### config.mk
export PLATFORM = sky130hd
export DESIGN_NAME = serial_command_frame_parser
export DESIGN_NICKNAME = d
export VERILOG_FILES = /design/src/rtl/scfp_pkg.sv /design/src/rtl/scfp_out_buf.sv /design/src/rtl/serial_command_frame_parser.sv
export SDC_FILE = /design/constraint.sdc
export NUM_CORES = 1
export LEC_CHECK = 0
export BUFFER_PORTS_ARGS = -buffer_cell sky130_fd_sc_hd__buf_2
export CAP_MARGIN = 10
export CELL_PAD_IN_SITES_DETAIL_PLACEMENT = 0
export CELL_PAD_IN_SITES_GLOBAL_PLACEMENT = 2
export CORE_MARGIN = 2
export CORE_UTILIZATION = 31
export CTS_BUF_LIST = sky130_fd_sc_hd__clkbuf_4 sky130_fd_sc_hd__clkbuf_8 sky130_fd_sc_hd__clkbuf_16
export DETAILED_ROUTE_END_ITERATION = 8
export GPL_TIMING_DRIVEN = 0
export PLACE_DENSITY = 0.68
export SYNTH_ARGS = -nofsm -noshare
export SYNTH_HDL_FRONTEND = slang
export SYNTH_SLANG_ARGS = --single-unit
### constraint.sdc
create_clock -name clk -period 8.9 [get_ports clk]
set_input_delay 0.445 -clock clk [delete_from_list [all_inputs] [get_ports clk]]
set_output_delay 0.445 -clock clk [all_outputs]
set_load 0.01 [all_outputs]
### src/rtl/scfp_pkg.sv
`timescale 1ns / 1ps

package scfp_pkg;

  localparam int DEF_HEADER_LEN  = 2;
  localparam int DEF_TRAILER_LEN = 2;
  localparam int DEF_MAX_PAYLOAD = 256;

  localparam int BYTE_W    = 8;
  localparam int LENGTH_W  = 16;
  localparam int POS_W     = 8;
  localparam int PATTERN_W = 32;
  localparam int EVENT_W   = 3;
  localparam int CFG_IDX_W = 2;

  typedef enum logic [2:0] {
    PH_HEAD = 3'd0,
    PH_CMD  = 3'd1,
    PH_LEN  = 3'd2,
    PH_DATA = 3'd3,
    PH_TAIL = 3'd4
  } phase_t;

  typedef enum logic [EVENT_W-1:0] {
    EV_NONE    = 3'd0,
    EV_DATA    = 3'd1,
    EV_DONE    = 3'd2,
    EV_TOOLONG = 3'd3,
    EV_BADTAIL = 3'd4
  } event_t;

  typedef enum logic [CFG_IDX_W-1:0] {
    REG_HEADER  = 2'd0,
    REG_TRAILER = 2'd1
  } cfg_reg_t;

  typedef struct packed {
    logic [EVENT_W-1:0]  event_res;
    logic [BYTE_W-1:0]   command;
    logic [LENGTH_W-1:0] payload_length;
    logic [POS_W-1:0]    payload_index;
    logic [BYTE_W-1:0]   payload_byte;
  } result_t;

  // Byte idx of a pattern word, first byte in the low bits.
  function automatic logic [BYTE_W-1:0] pattern_byte(input logic [PATTERN_W-1:0] pat,
                                                     input logic [1:0] idx);
    logic [PATTERN_W-1:0] shifted;
    shifted = pat >> {idx, 3'b000};
    return shifted[BYTE_W-1:0];
  endfunction

endpackage

### src/rtl/scfp_out_buf.sv
`timescale 1ns / 1ps

module scfp_out_buf (
  input  logic             clk,
  input  logic             rst,
  input  logic             push,
  output logic             full,
  input  scfp_pkg::result_t push_data,
  output logic             out_valid,
  input  logic             out_stall,
  output scfp_pkg::result_t out_data
);
  import scfp_pkg::*;

  logic    main_valid;
  logic    skid_valid;
  result_t main_data;
  result_t skid_data;
  logic    main_taken;

  assign main_taken = main_valid && !out_stall;
  assign full       = skid_valid;
  assign out_valid  = main_valid;
  assign out_data   = main_data;

  // Push is only asserted while the skid stage is empty.
  always_ff @(posedge clk) begin
    if (rst) begin
      main_valid <= 1'b0;
      skid_valid <= 1'b0;
    end else begin
      if (push) begin
        if (main_valid && !main_taken) begin
          skid_valid <= 1'b1;
        end else begin
          main_valid <= 1'b1;
        end
      end else if (main_taken) begin
        main_valid <= skid_valid;
        skid_valid <= 1'b0;
      end
    end
  end

  always_ff @(posedge clk) begin
    if (push) begin
      if (main_valid && !main_taken) begin
        skid_data <= push_data;
      end else begin
        main_data <= push_data;
      end
    end else if (main_taken && skid_valid) begin
      main_data <= skid_data;
    end
  end

endmodule

### src/rtl/serial_command_frame_parser.sv
`timescale 1ns / 1ps

// Serial command frame parser. Each input item is one received byte on rx_byte,
// handed over with in_valid and held off by in_stall. Every accepted byte gives
// exactly one result item on the output channel (out_valid / out_stall) with
// the event code, the held command and length, and for payload bytes the byte
// and its index within the payload.
// Frames are header bytes, a command byte, a big-endian 16-bit length, the
// payload and trailer bytes; patterns come from the two configuration
// registers written through cfg_write, cfg_index and cfg_data.
// The result of a byte is registered in the output buffer by the edge that accepts
// it, and out_valid shows it once it reaches the main entry. Throughput is one byte
// per cycle while in_stall is low; a two-entry output buffer lets the parser
// take a byte while an earlier result waits, and in_stall rises only when both
// entries are occupied by results the receiver has not taken.
// Reset (rst, synchronous) clears both patterns, returns the parser to header
// search with position, command and length cleared, and empties the output
// buffer. While the receiver stalls, the shown result holds steady.
module serial_command_frame_parser #(
  parameter int HEADER_LEN  = scfp_pkg::DEF_HEADER_LEN,
  parameter int TRAILER_LEN = scfp_pkg::DEF_TRAILER_LEN,
  parameter int MAX_PAYLOAD = scfp_pkg::DEF_MAX_PAYLOAD
) (
  input  logic                                  clk,
  input  logic                                  rst,
  input  logic                                  cfg_write,
  input  logic [scfp_pkg::CFG_IDX_W-1:0]        cfg_index,
  input  logic [scfp_pkg::PATTERN_W-1:0]        cfg_data,
  input  logic                                  in_valid,
  output logic                                  in_stall,
  input  logic [scfp_pkg::BYTE_W-1:0]           rx_byte,
  output logic                                  out_valid,
  input  logic                                  out_stall,
  output logic [scfp_pkg::EVENT_W-1:0]          event_res,
  output logic [scfp_pkg::BYTE_W-1:0]           command,
  output logic [scfp_pkg::LENGTH_W-1:0]         payload_length,
  output logic [scfp_pkg::POS_W-1:0]            payload_index,
  output logic [scfp_pkg::BYTE_W-1:0]           payload_byte
);
  import scfp_pkg::*;

  localparam logic [POS_W-1:0]    HEAD_LAST = POS_W'(HEADER_LEN - 1);
  localparam logic [POS_W-1:0]    HEAD_CNT  = POS_W'(HEADER_LEN);
  localparam logic [POS_W-1:0]    TAIL_CNT  = POS_W'(TRAILER_LEN);
  localparam logic [POS_W:0]      DATA_CNT  = (POS_W + 1)'(MAX_PAYLOAD);
  localparam logic [LENGTH_W-1:0] LEN_LIMIT = LENGTH_W'(MAX_PAYLOAD);

  logic [PATTERN_W-1:0] header_pattern;
  logic [PATTERN_W-1:0] trailer_pattern;
  phase_t               phase;
  phase_t               phase_next;
  logic [POS_W-1:0]     position;
  logic [POS_W-1:0]     position_next;
  logic [BYTE_W-1:0]    held_command;
  logic [BYTE_W-1:0]    held_command_next;
  logic [LENGTH_W-1:0]  held_length;
  logic [LENGTH_W-1:0]  held_length_next;

  logic                 accept;
  logic [POS_W-1:0]     pos_head;
  logic [POS_W-1:0]     pos_tail;
  logic [POS_W-1:0]     pos_data;
  logic [POS_W-1:0]     pos_tail_inc;
  logic [LENGTH_W-1:0]  full_length;
  result_t              result;

  assign accept = in_valid && !in_stall;

  // A position at or beyond the phase's count starts over at zero.
  assign pos_head     = (position >= HEAD_CNT) ? '0 : position;
  assign pos_tail     = (position >= TAIL_CNT) ? '0 : position;
  assign pos_data     = ({1'b0, position} >= DATA_CNT) ? '0 : position;
  assign pos_tail_inc = pos_tail + POS_W'(1);
  assign full_length  = {held_length[BYTE_W-1:0], rx_byte};

  always_comb begin
    phase_next        = phase;
    position_next     = position;
    held_command_next = held_command;
    held_length_next  = held_length;
    unique case (phase)
      PH_HEAD: begin
        if (rx_byte == pattern_byte(header_pattern, pos_head[1:0])) begin
          if (pos_head == HEAD_LAST) begin
            position_next = '0;
            phase_next    = PH_CMD;
          end else begin
            position_next = pos_head + POS_W'(1);
          end
        end else begin
          position_next = '0;
        end
      end
      PH_CMD: begin
        held_command_next = rx_byte;
        phase_next        = PH_LEN;
      end
      PH_LEN: begin
        if (position == '0 || position >= POS_W'(2)) begin
          held_length_next = {{(LENGTH_W - BYTE_W){1'b0}}, rx_byte};
          position_next    = POS_W'(1);
        end else begin
          held_length_next = full_length;
          position_next    = '0;
          if (full_length == '0) begin
            phase_next = PH_TAIL;
          end else if (full_length >= LEN_LIMIT) begin
            phase_next = PH_HEAD;
          end else begin
            phase_next = PH_DATA;
          end
        end
      end
      PH_DATA: begin
        if (held_length != '0 &&
            {{(LENGTH_W - POS_W){1'b0}}, pos_data} < held_length - LENGTH_W'(1)) begin
          position_next = pos_data + POS_W'(1);
        end else begin
          phase_next    = PH_TAIL;
          position_next = '0;
        end
      end
      PH_TAIL: begin
        if (rx_byte == pattern_byte(trailer_pattern, pos_tail[1:0])) begin
          if (pos_tail_inc == TAIL_CNT) begin
            position_next = '0;
            phase_next    = PH_HEAD;
          end else begin
            position_next = pos_tail_inc;
          end
        end else begin
          position_next = '0;
          phase_next    = PH_HEAD;
        end
      end
      default: begin
        position_next = '0;
        phase_next    = PH_HEAD;
      end
    endcase
  end

  always_comb begin
    result.event_res      = EV_NONE;
    result.command        = held_command_next;
    result.payload_length = held_length_next;
    result.payload_index  = '0;
    result.payload_byte   = '0;
    unique case (phase)
      PH_LEN: begin
        if (position == POS_W'(1) && full_length != '0 && full_length >= LEN_LIMIT) begin
          result.event_res = EV_TOOLONG;
        end
      end
      PH_DATA: begin
        result.event_res     = EV_DATA;
        result.payload_index = pos_data;
        result.payload_byte  = rx_byte;
      end
      PH_TAIL: begin
        if (rx_byte != pattern_byte(trailer_pattern, pos_tail[1:0])) begin
          result.event_res = EV_BADTAIL;
        end else if (pos_tail_inc == TAIL_CNT) begin
          result.event_res = EV_DONE;
        end
      end
      default: begin
        result.event_res = EV_NONE;
      end
    endcase
  end

  always_ff @(posedge clk) begin
    if (rst) begin
      header_pattern  <= '0;
      trailer_pattern <= '0;
    end else if (cfg_write) begin
      unique case (cfg_index)
        REG_HEADER:  header_pattern  <= cfg_data;
        REG_TRAILER: trailer_pattern <= cfg_data;
        default: begin
        end
      endcase
    end
  end

  always_ff @(posedge clk) begin
    if (rst) begin
      phase        <= PH_HEAD;
      position     <= '0;
      held_command <= '0;
      held_length  <= '0;
    end else if (accept) begin
      phase        <= phase_next;
      position     <= position_next;
      held_command <= held_command_next;
      held_length  <= held_length_next;
    end
  end

  result_t out_data;

  scfp_out_buf u_out_buf (
    .clk       (clk),
    .rst       (rst),
    .push      (accept),
    .full      (in_stall),
    .push_data (result),
    .out_valid (out_valid),
    .out_stall (out_stall),
    .out_data  (out_data)
  );

  assign event_res      = out_data.event_res;
  assign command        = out_data.command;
  assign payload_length = out_data.payload_length;
  assign payload_index  = out_data.payload_index;
  assign payload_byte   = out_data.payload_byte;

endmodule
==> results.toml <==
[setup_path]
path_cells = "clkbuf_1 > inv_1 > ha_1 > nor3b_2 > nand2_1 > xor2_1 > ha_1 > nand2_1 > a2111oi_0 > o211ai_1 > nor4_2 > a21oi_2 > buf_2 > o21bai_1 > o22ai_1"
slowest_delay_ns = 0.60
cp.required_ns = 9.19
crit_fanout = 10
worstPathArrival_ns = 4.34
crit_slowest_cell = "nor3b_2"
end_kind = "flop"
start_kind = "flop"
crit_type = "reg -> reg"

[floorplan]
row_count = 56
die_h_microns = 159
initial_utilization_pct = 31.8
ios = 92
core_sq_um = 23500
fp.dieW_microns = 159
dieArea_sq_um = 25400

[pwr]
p_per_area_nw_per_um2 = 192
power_uw = 1700
peakVddDrop_v = 0.0000996
p_leak_uw = 0.00325

[outcome]
outcome = "finished, final reports clean"

[clocking]
cts_inserted_buffers = 17
clkTransAtPathRegs_ns = 0.07
cts_max_level = 4
cts_resized = 0
clockBufferDepth = 2
post_cts_buffers = 0
cts_root_buf = "clkbuf_16"
clock_latency_ns = 0.43
clock-sinks = 155
hold_buffers = 0
cts_tree = "yes"

[logic_synthesis]
yosys_warnings = 0
synth_seq_cells = 155
synthSimpleGateAreaFrac_pct = 18.3
synth_area_per_cell_sq_um = 9.85
synthCells = 759
synth_xor_area_share_pct = 2.23
synthArstFlopShare_pct = 0
synth-compound-area-share_pct = 13.4
synthAdderAreaFrac_pct = 2.34
synth_area_sq_um = 7480
synth_cell_type_count = 66
syn-num-nets = 820
synthFlopType = "edfxtp_1"
synth_top_family_by_area = "simple AND/OR/NAND/NOR gates"
yosysSeqAreaShare_pct = 53.0
synth-edff-count = 86
synthMuxAreaShare_pct = 5.79

[timing]
slew_headroom_pct = 38.4
finClkSkew_ns = 0.0183
worstMarginPinSlew_ns = 0.922
period_minus_slack_ns = 4.05
post-route-period-util_pct = 45.5
rsz0062_at_grt = "false"
fin_setup_tns_ns = 0
hold_viol = 0
finalSetupViolCount = 0
slew_viol_final = 0
fmax_ghz = 0.247

[hold_path]
min_path_type = "in -> reg"

[place]
dp_hpwl_mm = 15.8
dp_cells = 1151
portBuffers = 71
place_congestion = 0.840

[global_route]
antenna_found_initial = 0
grt.overflow.total = 0
grt_usage_pct = 17.0
first_global_vias = 5852
grt_pass1_wl_mm = 33.6
grt_start_max_net_pins = 33

[layout]
layout_commonest_cell = "nand2_1"
diodes = 0
drive_gt1_share_pct = 17.6
utilization_pct = 37.6
final_cell_mix = "125 x nand2_1, 86 x edfxtp_1, 77 x buf_2"
nets = 912
area_growth_pct = 18.5
fin_cells = 1183

[drt]
drt_first_pass_iters = 5
ant_nets = 0
drc = 0
drt_iter0_drc = 386
routed_wirelength_mm = 21.4
wire_per_inst_microns = 18.1
vias = 5907
vias_per_cell = 4.99

[job]
maxCapViolCount = 0
through the flow:
stage | hold slack (ns) | setup WS (ns) | cell area (sq um)
after floorplan | 0.436 | 4.82 | 7480
after global placement | 0.448 | 3.03 | 8230
after detailed placement | 0.458 | 4.90 | 8290
after CTS | 0.255 | 4.86 | 8860
after global routing | 0.253 | 4.49 | 8860
final | 0.264 | 4.85 | 8860
registers in the layout (all words and copies together) (netlist names):
signal,cells
header_pattern,16
held_command,8
held_length,16
phase,3
pos_data,8
trailer_pattern,16
u_out_buf.full,1
u_out_buf.out_data,43
u_out_buf.out_valid,1
u_out_buf.skid_data,43
synthesized netlist by cell type, types with 3 or more instances:
cell,n,area [sq um]
nand2_1,125,469
edfxtp_1,86,2580
a21oi_1,77,385
dfxtp_1,69,1380
nor2_1,64,240
clkbuf_1,41,154
inv_1,32,120
mux2i_1,23,230
a211oi_1,19,143
mux2_2,18,203
nor3_1,18,90.1
nand3_1,15,75.1
ha_1,14,175
xnor2_1,10,87.6
nand2b_1,9,56.3
o21ai_0,9,45.0
xor2_1,9,78.8
a31oi_1,8,50.1
and2_1,8,50.1
buf_1,8,30.0
a311oi_1,6,52.6
buf_2,6,30.0
nand3b_1,6,45.0
and3_1,5,31.3
nand4_1,5,31.3
nor4_1,5,31.3
o211ai_1,5,37.5
o22ai_1,5,31.3
nor2b_1,4,25.0
a32oi_1,3,26.3
nor4_4,3,63.8
o221ai_1,3,26.3
power by group:
group / switching [uW] / total [uW] / internal, uW
Clock: 334 / 706 / 373
Combinational: 122 / 189 / 66.8
Sequential: 13.5 / 805 / 792
Total: 469 / 1700 / 1230
cell families (layout without fill, tap and decap cells):
family,count (synthesis),in the layout
adders and majority gates,14,14
AOI/OAI and AO/OA,156,156
xor gates and xnor gates,19,19
other,2,2
muxes,41,41
DFF,155,155
and+or+nand+nor,283,283
buffers and inverters,89,194
path summary, 6_finish.rpt:
kind	slack, ns	depth (start not counted)	to	start
worst max-delay path	4.85	15	phase[0]	held_length[1]
worst min-delay path	0.26	3	header_pattern[8]	cfg_data[8]
worst max register to register	4.85	15	phase[0]	held_length[1]
worst min register to register	0.47	2	header_pattern[4]	header_pattern[4]
metal layers:
metal  GRT usage, %  wire length, microns
met5              0                     0
met4           4.92                   267
met3           3.05                   905
met2           28.3                 10200
met1           22.8                 10000
layout make-up:
type | count | area (sq um)
buffer | 56 | 234
clock buffer | 17 | 425
clock inverter | 15 | 146
fill | 2417 | 14700
inverter | 33 | 125
multi-input combinational | 515 | 3170
sequential | 155 | 3960
tap | 319 | 399
timing repair buffer | 73 | 403
critical path, delay by kind of cell (launching register included):
kind	cells	cell delay [ns]
XOR/XNOR	1	0.18
buffers and inverters	3	0.62
flip-flops	1	0.30
adder cells (fa/ha/maj)	2	0.59
AND/OR/NAND/NOR	4	1.10
AO/OA/AOI/OAI	5	1.14
(Power assumes the default switching activity.)
